`src/hw/rtl/etc2_rgb_block_decoder_top_macros.svh`:
```
// assertion macros for the etc2 block decoder
`ifndef ETC2_RGB_BLOCK_DECODER_TOP_MACROS_SVH
`define ETC2_RGB_BLOCK_DECODER_TOP_MACROS_SVH
`ifndef SYNTHESIS
`define E2_ASSERT(label, clk, rst, prop, msg) \
  label: assert property (@(posedge clk) disable iff (rst) prop) else $error(msg);
`define E2_ASSERT_RST(label, clk, prop, msg) \
  label: assert property (@(posedge clk) prop) else $error(msg);
`else
`define E2_ASSERT(label, clk, rst, prop, msg)
`define E2_ASSERT_RST(label, clk, prop, msg)
`endif
`endif

```
`src/hw/rtl/etc2_pkg.sv`:
```
// shared types, tables and helpers for the etc2 block decoder
`default_nettype none
package etc2_pkg;
  localparam int unsigned QueueDepthDefault = 2;

  typedef enum logic [1:0] {
    MODE_ETC1 = 2'd0,
    MODE_T    = 2'd1,
    MODE_H    = 2'd2,
    MODE_PLANAR = 2'd3
  } mode_t;

  // classified block handed from front to back
  typedef struct packed {
    mode_t       mode;
    logic [63:0] bits;
  } blk_t;

  function automatic logic [6:0] dist_lut(input logic [2:0] i);
    logic [6:0] d;
    unique case (i)
      3'd0: d = 7'd3;
      3'd1: d = 7'd6;
      3'd2: d = 7'd11;
      3'd3: d = 7'd16;
      3'd4: d = 7'd23;
      3'd5: d = 7'd32;
      3'd6: d = 7'd41;
      default: d = 7'd64;
    endcase
    return d;
  endfunction

  function automatic logic [7:0] mod_lut(input logic [2:0] cw, input logic big);
    logic [7:0] m;
    unique case (cw)
      3'd0: m = big ? 8'd8 : 8'd2;
      3'd1: m = big ? 8'd17 : 8'd5;
      3'd2: m = big ? 8'd29 : 8'd9;
      3'd3: m = big ? 8'd42 : 8'd13;
      3'd4: m = big ? 8'd60 : 8'd18;
      3'd5: m = big ? 8'd80 : 8'd24;
      3'd6: m = big ? 8'd106 : 8'd33;
      default: m = big ? 8'd183 : 8'd47;
    endcase
    return m;
  endfunction

  function automatic logic [7:0] sat8(input logic signed [11:0] v);
    logic [7:0] r;
    if (v < 0) r = 8'd0;
    else if (v > 12'sd255) r = 8'd255;
    else r = v[7:0];
    return r;
  endfunction
endpackage
`default_nettype wire

```
`src/hw/rtl/etc2_front.sv`:
```
// front end: accepts blocks and works out the coding mode
`default_nettype none
module etc2_front (
  input  wire logic         clk,
  input  wire logic         rst,
  input  wire logic         valid,
  output      logic         stall,
  input  wire logic [63:0]  block_bits,
  output      logic         q_valid,
  input  wire logic         q_stall,
  output      etc2_pkg::blk_t q_data
);
  import etc2_pkg::*;

  logic       diff;
  logic [5:0] sr, sg, sb;
  mode_t      mode;

  // 5-bit base plus signed 3-bit delta; overflow or underflow shows in bit 5
  assign sr = {1'b0, block_bits[63:59]} + {{3{block_bits[58]}}, block_bits[58:56]};
  assign sg = {1'b0, block_bits[55:51]} + {{3{block_bits[50]}}, block_bits[50:48]};
  assign sb = {1'b0, block_bits[47:43]} + {{3{block_bits[42]}}, block_bits[42:40]};
  assign diff = block_bits[33];

  always_comb begin
    priority if (!diff) mode = MODE_ETC1;
    else if (sr[5]) mode = MODE_T;
    else if (sg[5]) mode = MODE_H;
    else if (sb[5]) mode = MODE_PLANAR;
    else mode = MODE_ETC1;
  end

  assign stall = q_valid && q_stall;

  always_ff @(posedge clk) begin
    if (rst) begin
      q_valid <= 1'b0;
    end else if (!stall) begin
      q_valid <= valid;
    end
  end

  always_ff @(posedge clk) begin
    if (!stall && valid) begin
      q_data.mode <= mode;
      q_data.bits <= block_bits;
    end
  end
endmodule
`default_nettype wire

```
`src/hw/rtl/etc2_queue.sv`:
```
// short fifo between front and back
`default_nettype none
module etc2_queue #(
  parameter int unsigned Depth = etc2_pkg::QueueDepthDefault
) (
  input  wire logic           clk,
  input  wire logic           rst,
  input  wire logic           in_valid,
  output      logic           in_stall,
  input  wire etc2_pkg::blk_t in_data,
  output      logic           out_valid,
  input  wire logic           out_stall,
  output      etc2_pkg::blk_t out_data
);
  import etc2_pkg::*;
  localparam int unsigned AW = (Depth > 1) ? $clog2(Depth) : 1;

  blk_t         mem [Depth];
  logic [AW-1:0] wp, rp;
  logic [AW:0]   cnt;
  logic          push, pop;

  assign in_stall  = (cnt == (AW+1)'(Depth));
  assign out_valid = (cnt != '0);
  assign push = in_valid && !in_stall;
  assign pop  = out_valid && !out_stall;
  assign out_data = mem[rp];

  always_ff @(posedge clk) begin
    if (rst) begin
      wp <= '0;
      rp <= '0;
      cnt <= '0;
    end else begin
      if (push) wp <= (wp == AW'(Depth-1)) ? '0 : wp + 1'b1;
      if (pop)  rp <= (rp == AW'(Depth-1)) ? '0 : rp + 1'b1;
      cnt <= cnt + (AW+1)'(push) - (AW+1)'(pop);
    end
  end

  always_ff @(posedge clk) begin
    if (push) mem[wp] <= in_data;
  end

  `include "etc2_rgb_block_decoder_top_macros.svh"
  `E2_ASSERT(a_cnt_bound, clk, rst, cnt <= (AW+1)'(Depth), "queue count overflow")
  `E2_ASSERT(a_no_pop_empty, clk, rst, (cnt == '0) |-> !pop, "pop from empty queue")
  `E2_ASSERT(a_cnt_step, clk, rst, (push && !pop) |=> (cnt == $past(cnt) + 1'b1), "bad count step")
endmodule
`default_nettype wire

```
`src/hw/rtl/etc2_back.sv`:
```
// back end: decodes one pixel a beat from a classified block
`default_nettype none
module etc2_back (
  input  wire logic           clk,
  input  wire logic           rst,
  input  wire logic           q_valid,
  output      logic           q_stall,
  input  wire etc2_pkg::blk_t q_data,
  output      logic           valid,
  input  wire logic           stall,
  output      logic [3:0]     pixel_index,
  output      logic [7:0]     red,
  output      logic [7:0]     green,
  output      logic [7:0]     blue,
  output      logic           last_pixel
);
  import etc2_pkg::*;

  logic [3:0]  pix;
  logic [7:0]  b0, b1, b2, b3;
  logic [15:0] msb, lsb;
  logic [1:0]  x, y;
  logic [3:0]  bi;
  logic        mb, lb;
  logic [7:0]  c0 [3], c1 [3], base [3];
  logic signed [11:0] delta;
  logic [7:0]  r_n, g_n, b_n;
  logic        adv, out_free;

  assign b0 = q_data.bits[63:56];
  assign b1 = q_data.bits[55:48];
  assign b2 = q_data.bits[47:40];
  assign b3 = q_data.bits[39:32];
  assign msb = q_data.bits[31:16];
  assign lsb = q_data.bits[15:0];
  assign x = pix[1:0];
  assign y = pix[3:2];
  // index planes run column-major
  assign bi = {x, y};
  assign mb = msb[bi];
  assign lb = lsb[bi];

  // planar helpers
  function automatic logic [7:0] planar(input logic [7:0] o, input logic [7:0] h,
                                        input logic [7:0] v, input logic [1:0] px,
                                        input logic [1:0] py);
    logic signed [12:0] s;
    s = 13'($signed({1'b0, px}) * ($signed({5'b0, h}) - $signed({5'b0, o})))
      + 13'($signed({1'b0, py}) * ($signed({5'b0, v}) - $signed({5'b0, o})))
      + $signed({3'b0, o, 2'b0}) + 13'sd2;
    return sat8(12'(s >>> 2));
  endfunction

  always_comb begin
    logic [4:0] r5, g5, bb5, r5b, g5b, bb5b;
    logic [3:0] tr1, hr1, hg1, hb1, hr2, hg2, hb2;
    logic [2:0] di, cw;
    logic [6:0] d;
    logic [7:0] m;
    logic [5:0] ro, bo, rh, bh, rv, bv;
    logic [6:0] go, gh, gv;
    logic [7:0] o [3], h [3], v [3];
    logic       sub, half;
    r5 = b0[7:3]; g5 = b1[7:3]; bb5 = b2[7:3];
    r5b = r5 + {{2{b0[2]}}, b0[2:0]};
    g5b = g5 + {{2{b1[2]}}, b1[2:0]};
    bb5b = bb5 + {{2{b2[2]}}, b2[2:0]};
    tr1 = {b0[4:3], b0[1:0]};
    hr1 = b0[6:3]; hg1 = {b0[2:0], b1[4]}; hb1 = {b1[3], b1[1:0], b2[7]};
    hr2 = b2[6:3]; hg2 = {b2[2:0], b3[7]}; hb2 = b3[6:3];
    ro = b0[6:1]; go = {b0[0], b1[6:1]}; bo = {b1[0], b2[4:3], b2[1:0], b3[7]};
    rh = {b3[6:2], b3[0]}; gh = msb[15:9]; bh = {msb[8], msb[7:3]};
    rv = {msb[2:0], lsb[15:13]}; gv = {lsb[12:8], lsb[7:6]}; bv = lsb[5:0];
    o[0] = {ro, ro[5:4]}; o[1] = {go, go[6]}; o[2] = {bo, bo[5:4]};
    h[0] = {rh, rh[5:4]}; h[1] = {gh, gh[6]}; h[2] = {bh, bh[5:4]};
    v[0] = {rv, rv[5:4]}; v[1] = {gv, gv[6]}; v[2] = {bv, bv[5:4]};
    di = '0; d = '0; m = '0; sub = 1'b0; half = 1'b0; cw = '0;
    for (int k = 0; k < 3; k++) begin
      c0[k] = '0; c1[k] = '0;
    end
    delta = '0;
    unique case (q_data.mode)
      MODE_T: begin
        di = {b3[3:2], b3[0]};
        d = dist_lut(di);
        c0[0] = {tr1, tr1}; c0[1] = {b1[7:4], b1[7:4]}; c0[2] = {b1[3:0], b1[3:0]};
        c1[0] = {b2[7:4], b2[7:4]}; c1[1] = {b2[3:0], b2[3:0]};
        c1[2] = {b3[7:4], b3[7:4]};
        half = (mb || lb);
        unique case ({mb, lb})
          2'b00: delta = '0;
          2'b01: delta = 12'(d);
          2'b10: delta = '0;
          default: delta = -12'(d);
        endcase
      end
      MODE_H: begin
        di = {b3[2], b3[0], ({hr1, hg1, hb1} >= {hr2, hg2, hb2})};
        d = dist_lut(di);
        c0[0] = {hr1, hr1}; c0[1] = {hg1, hg1}; c0[2] = {hb1, hb1};
        c1[0] = {hr2, hr2}; c1[1] = {hg2, hg2}; c1[2] = {hb2, hb2};
        half = mb;
        delta = lb ? -12'(d) : 12'(d);
      end
      MODE_PLANAR: begin
        half = 1'b0;
      end
      default: begin
        if (b3[1]) begin
          c0[0] = {r5, r5[4:2]}; c0[1] = {g5, g5[4:2]}; c0[2] = {bb5, bb5[4:2]};
          c1[0] = {r5b, r5b[4:2]}; c1[1] = {g5b, g5b[4:2]}; c1[2] = {bb5b, bb5b[4:2]};
        end else begin
          c0[0] = {b0[7:4], b0[7:4]}; c1[0] = {b0[3:0], b0[3:0]};
          c0[1] = {b1[7:4], b1[7:4]}; c1[1] = {b1[3:0], b1[3:0]};
          c0[2] = {b2[7:4], b2[7:4]}; c1[2] = {b2[3:0], b2[3:0]};
        end
        // flip bit picks split direction
        half = b3[0] ? bi[1] : bi[3];
        cw = half ? b3[4:2] : b3[7:5];
        m = mod_lut(cw, lb);
        sub = mb;
        delta = sub ? -12'(m) : 12'(m);
      end
    endcase
    for (int k = 0; k < 3; k++) base[k] = half ? c1[k] : c0[k];
    if (q_data.mode == MODE_PLANAR) begin
      r_n = planar(o[0], h[0], v[0], x, y);
      g_n = planar(o[1], h[1], v[1], x, y);
      b_n = planar(o[2], h[2], v[2], x, y);
    end else begin
      r_n = sat8(12'(base[0]) + delta);
      g_n = sat8(12'(base[1]) + delta);
      b_n = sat8(12'(base[2]) + delta);
    end
  end

  assign out_free = !valid || !stall;
  assign adv = q_valid && out_free;
  // release the queue entry with the last pixel
  assign q_stall = !(adv && pix == 4'd15);

  always_ff @(posedge clk) begin
    if (rst) begin
      pix <= '0;
      valid <= 1'b0;
    end else begin
      if (out_free) valid <= q_valid;
      if (adv) pix <= pix + 1'b1;
    end
  end

  always_ff @(posedge clk) begin
    if (adv) begin
      pixel_index <= pix;
      red <= r_n;
      green <= g_n;
      blue <= b_n;
      last_pixel <= (pix == 4'd15);
    end
  end

  `include "etc2_rgb_block_decoder_top_macros.svh"
  `E2_ASSERT(a_last_idx, clk, rst, valid |-> (last_pixel == (pixel_index == 4'd15)), "last flag mismatch")
  `E2_ASSERT(a_hold, clk, rst, (valid && stall) |=> (valid && $stable(pixel_index)), "beat dropped while stalled")
  `E2_ASSERT(a_seq, clk, rst, (valid && !stall && !last_pixel) |=> (!valid || pixel_index == $past(pixel_index) + 1'b1), "pixel order broken")
endmodule
`default_nettype wire

```
`src/hw/rtl/etc2_rgb_block_decoder_top.sv`:
```
// a block passes the front register, the queue and the back output register
// one pixel a cycle while out_stall is low (the back end's single pixel datapath)
// a two-entry queue lets the front take the next block while pixels stream out
// rst is synchronous, active high, and empties the front register, queue and output
`default_nettype none
module etc2_rgb_block_decoder_top #(
  parameter int unsigned QueueDepth = etc2_pkg::QueueDepthDefault
) (
  input  wire logic        clk,
  input  wire logic        rst,
  input  wire logic        in_valid,
  output      logic        in_stall,
  input  wire logic [63:0] block_bits,
  output      logic        out_valid,
  input  wire logic        out_stall,
  output      logic [3:0]  pixel_index,
  output      logic [7:0]  red,
  output      logic [7:0]  green,
  output      logic [7:0]  blue,
  output      logic        last_pixel
);
  import etc2_pkg::*;

  logic f_valid, f_stall, b_valid, b_stall;
  blk_t f_data, b_data;

  etc2_front u_front (
    .clk, .rst, .valid(in_valid), .stall(in_stall), .block_bits,
    .q_valid(f_valid), .q_stall(f_stall), .q_data(f_data)
  );

  etc2_queue #(.Depth(QueueDepth)) u_queue (
    .clk, .rst, .in_valid(f_valid), .in_stall(f_stall), .in_data(f_data),
    .out_valid(b_valid), .out_stall(b_stall), .out_data(b_data)
  );

  etc2_back u_back (
    .clk, .rst, .q_valid(b_valid), .q_stall(b_stall), .q_data(b_data),
    .valid(out_valid), .stall(out_stall), .pixel_index, .red, .green, .blue,
    .last_pixel
  );
endmodule
`default_nettype wire
```
`config.mk`:
```
export PLATFORM = sky130hd
export DESIGN_NAME = etc2_rgb_block_decoder_top
export DESIGN_NICKNAME = d
export VERILOG_FILES = /design/src/hw/rtl/etc2_pkg.sv /design/src/hw/rtl/etc2_front.sv /design/src/hw/rtl/etc2_queue.sv /design/src/hw/rtl/etc2_back.sv /design/src/hw/rtl/etc2_rgb_block_decoder_top.sv
export VERILOG_INCLUDE_DIRS = /design/src /design/src/hw/rtl
export SDC_FILE = /design/constraint.sdc
export NUM_CORES = 1
export LEC_CHECK = 0
export BUFFER_PORTS_ARGS = -buffer_cell sky130_fd_sc_hd__buf_2
export CELL_PAD_IN_SITES_DETAIL_PLACEMENT = 2
export CELL_PAD_IN_SITES_GLOBAL_PLACEMENT = 2
export CORE_AREA = 2 2 227 229
export DETAILED_ROUTE_END_ITERATION = 10
export DIE_AREA = 0 0 229 231
export PLACE_DENSITY = 0.81
export SYNTH_ARGS = -nofsm -noshare
export SYNTH_HDL_FRONTEND = slang
export SYNTH_SLANG_ARGS = --single-unit
export TNS_END_PERCENT = 5
```
`constraint.sdc`:
```
create_clock -name clk -period 15 [get_ports clk]
set_clock_uncertainty 0.15 [all_clocks]
set_input_delay 2.25 -clock clk [delete_from_list [all_inputs] [get_ports clk]]
set_output_delay 2.25 -clock clk [all_outputs]
set_load 0.02 [all_outputs]
```
==> results.txt <==
* Run status: finished clean
- DRC viols: 0
- Synth Warn #: 0
* Max stage delay cell, worst path: sky130_fd_sc_hd__o311ai_1
* Leakage: 9.485 nW
- Clock Sinks: 238
- 99 I/O pins were placed.
- Fraction of the mapped netlist area in simple logic gates: 12.09%
* Synthesis-to-finish area growth: 11.20%
- Across the VDD grid, the largest voltage drop is 0.0001030 V.
- The worst hold path belongs to the class flop to flop.
* Floorplan row count: 83
* Placer Congestion: 0.9368
- Synth Cell Area: 20060 um2
- Static timing analysis puts the maximum clock frequency at 100.7 MHz.
- Origin of the worst min-delay path: u_front.q_data[34]
* Chip Width: 229 um
- Data required time at the worst endpoint: 15150 ps
* Initial Util: 39.58%
- Averaged over all synthesized cells, the footprint is 10.24 um2.
- Fill cell instance count of the final layout: 5408
* Share of the synthesized area in the top cell type: 33.98%
- After clock tree synthesis, the repair step resized 0 gates.
* Dpl hpwl: 57.94 mm
* Wirelength, routed: 77.10 mm
- The clock passes through at most 3 buffers.
* Clock buffers created by TritonCTS: 27
- Number of synthesized register bits: 238
* Number of nets in the synthesized netlist: 2329
- Share of layout cells above drive strength 1: 12.12%
- For this block, wires on met1 add up to 30.84 mm.
- Multi-input combinational cell area: 11950 um2
- Worst Path Arrival: 10080 ps
- Summing the areas of all xor and xnor instances in the mapped netlist gives 3.668% of the synthesized area.
* Number of violations reported at the end of detailed-routing iteration 0: 956
* Fraction of the cycle the final worst path needs: 66.22%
* DIE HEIGHT: 231 um
- Nets@finish: 2431
- Headroom to the max-slew limit came out at 11.65%.
- Setup repair after global routing left no endpoint under its margin.
* CTS tree: yes
- After detailed routing, no signal wire sits above met4.
* Number of setup buffers added after CTS: 0
- In the layout the commonest cells are sky130_fd_sc_hd__edfxtp_1 (227), sky130_fd_sc_hd__inv_1 (219), sky130_fd_sc_hd__ha_1 (209).
- Among all flip-flop cells after synthesis, the most frequent one is sky130_fd_sc_hd__edfxtp_1.
- Number of buffers inserted by port buffering: 98
* Worst-path fanout max: 45
- Adder-cell share of the synthesized area: 22.37%
* Number of enable-type register cells in the synthesized netlist: 227
- Most common cell after layout, fill and taps aside: sky130_fd_sc_hd__edfxtp_1
- Wire per inst: 27.93 um
- Total routing resource utilization after global routing: 28.94%
* Residual overflow from global routing: 0
- Count of hold-fix buffers inserted at cts: 0
- In this run the number of H-tree levels came out at 1.
* Number of failing hold endpoints at the final stage: 0
* Category of the worst setup path capture point: flop
* Fraction of synthesis flops using an asynchronous set or reset pin: 0%
- Synthesis handed over a netlist of 1959 instances.
- Summing the areas of all compound-gate instances in the mapped netlist gives 15.56% of the synthesized area.
* Antenna violation net count after detailed routing: 0
- Unique cell type count in the Yosys netlist: 85
- The design draws 0.002340 W.
- The critical path goes through buf_4, mux2i_1, ha_1, o21ai_0, a21boi_0, o21ai_0, a21boi_0, o21ai_0, nor3b_1, nor3b_1, ha_1, inv_1, fa_1, inv_1, fa_1, fa_1, ha_1, o2111ai_1, nand4_1, a21oi_1, a41oi_1, o311ai_1, a21oi_1, a21o_1.
* Vias in the first global route: 18200
* Element type at the critical path start: flop
- Sequential-to-total area share from yosys stat: 35.08%
* Buf/Inv on CP: 3
* Sequential Area: 7041 um2
* Global-route wire length before repair: 115.7 mm
* Detailed-routed wire length on met3: 3.767 mm
* Crit Path Class: flop to flop
- Summed over all nets, wire length on met2 after detailed routing comes to 38.19 mm.
- Power spread over the standard cell area amounts to 104.9 nW/um2.
- Peak per-stage delay on the critical path: 1100 ps
- TritonRoute pass-1 iters: 5
* Worst-Skew Late Latency: 560 ps
* Final number of max-transition violations: 0
* Final TNS setup: 0 ps
- By area, the combinational part of the netlist is dominated by adder cells.
- Mux contribution to synthesized area: 5.639%
- The tool flagged a number of max-cap violations equal to 0.
* CTS clk-pin slew, worst paths: 70 ps
- The floorplan step defined a core boundary enclosing 50680 um2.
* Area enclosed by the die boundary: 52900 um2
- Summed over all instances, the cell type with the most area after synthesis is sky130_fd_sc_hd__edfxtp_1.
- Setup violations remaining at the end of the flow were counted as 0.
- Among cell families on the critical path, the largest total delay comes from compound AO/OA/AOI/OAI gates.
- The initial antenna violation count was 1.
* Root Buffer Master: sky130_fd_sc_hd__clkbuf_16
- Top area cells in the synthesized netlist: sky130_fd_sc_hd__edfxtp_1 (34%), sky130_fd_sc_hd__ha_1 (13%), sky130_fd_sc_hd__fa_1 (9.3%), sky130_fd_sc_hd__inv_1 (4.1%), sky130_fd_sc_hd__a21oi_1 (3.0%)
* Via Count: 16320
- Final critical-path required period: 9933 ps
- Maximum number of pins on one net before global-route repair: 67
* Transition time at the pin with the least slew margin: 1305 ps
- Vias per cell: 5.914
stage by stage:
stage                     instances  setup slack, ps  utilization (%)  cell area [um2]  hold WS (ps)
final                          2760             5067            44.01            22310         298.9
after global routing           2759             4569            44.01            22300         315.3
after CTS                      2759             5186            44.01            22300         298.9
after detailed placement       2712             5332            42.26            21410         282.6
after global placement         2712             6387            42.26            21410         272.3
after floorplan                1959             6957                -            20060         256.4
sequential cells by signal (all words and copies together) (netlist names), named ones only:
name                flops
u_queue.mem           132
u_front.q_valid         1
u_front.q_data         66
u_back.pixel_index      4
u_back.red              8
u_queue.wp              1
u_back.valid            1
u_back.pix              4
u_back.last_pixel       1
u_queue.rp              1
u_queue.cnt             2
u_back.green            8
u_back.blue             8
kinds of logic (layout without fill, tap and decap cells):
family	after synthesis	in the layout
compound gates	481	481
buf+inv	279	399
xor+xnor	84	84
simple gates	483	483
mux	91	91
flops	238	238
fa+ha+maj	303	303
other cells	0	1
synth_stat cells, types with 10 or more instances:
cell	count
sky130_fd_sc_hd__o211ai_1	10
sky130_fd_sc_hd__inv_1	219
sky130_fd_sc_hd__o22ai_1	16
sky130_fd_sc_hd__mux2_2	33
sky130_fd_sc_hd__a22oi_1	17
sky130_fd_sc_hd__nand2b_1	20
sky130_fd_sc_hd__a21o_1	32
sky130_fd_sc_hd__xnor2_1	54
sky130_fd_sc_hd__nor2b_1	27
sky130_fd_sc_hd__nand2_1	108
sky130_fd_sc_hd__and2_1	89
sky130_fd_sc_hd__o31ai_1	12
sky130_fd_sc_hd__nand3_1	21
sky130_fd_sc_hd__and3_1	12
sky130_fd_sc_hd__ha_1	209
sky130_fd_sc_hd__nor3b_1	24
sky130_fd_sc_hd__a211oi_1	20
sky130_fd_sc_hd__edfxtp_1	227
sky130_fd_sc_hd__nor3_1	28
sky130_fd_sc_hd__dfxtp_1	11
sky130_fd_sc_hd__nor2_1	128
sky130_fd_sc_hd__o21ai_1	13
sky130_fd_sc_hd__mux2i_1	40
sky130_fd_sc_hd__o21ai_0	118
sky130_fd_sc_hd__xor2_1	30
sky130_fd_sc_hd__buf_2	14
sky130_fd_sc_hd__fa_1	93
sky130_fd_sc_hd__clkbuf_1	33
sky130_fd_sc_hd__o21a_1	16
sky130_fd_sc_hd__a21oi_1	121
sky130_fd_sc_hd__a21boi_0	20
metal layers:
layer | up-vias | track usage, %
met3 | 206 | 3.656
met4 | 0 | 14.51
met1 | 8337 | 34.46
li1 | 7206 | -
met2 | 575 | 51.44
met5 | - | 0
power breakdown:
| group | total (W) | internal (W) | switching (W) |
|---|---|---|---|
| sequential | 0.000808 | 0.000784 | 0.0000244 |
| combinational | 0.000845 | 0.000295 | 0.000550 |
| clock | 0.000687 | 0.000398 | 0.000289 |
| total | 0.00234 | 0.00148 | 0.000863 |
final cells by class:
type	count	area share [%]
inverter	220	3.702
sequential	238	31.56
timing repair buffer	132	3.343
antenna	1	0.01122
multi-input combinational	1442	53.58
tap	680	3.814
clock inverter	18	0.9200
clock buffer	29	3.063
path summary, 6_finish.rpt:
kind	to	slack, ps	depth (start not counted)
worst max-delay path	u_back.green[1]	5070	24
worst min-delay path	u_queue.mem[0][34]	300	0
worst max register to register	u_back.green[1]	5070	24
worst min register to register	u_queue.mem[0][34]	300	0
No activity file was read; power rests on OpenSTA's default activity.
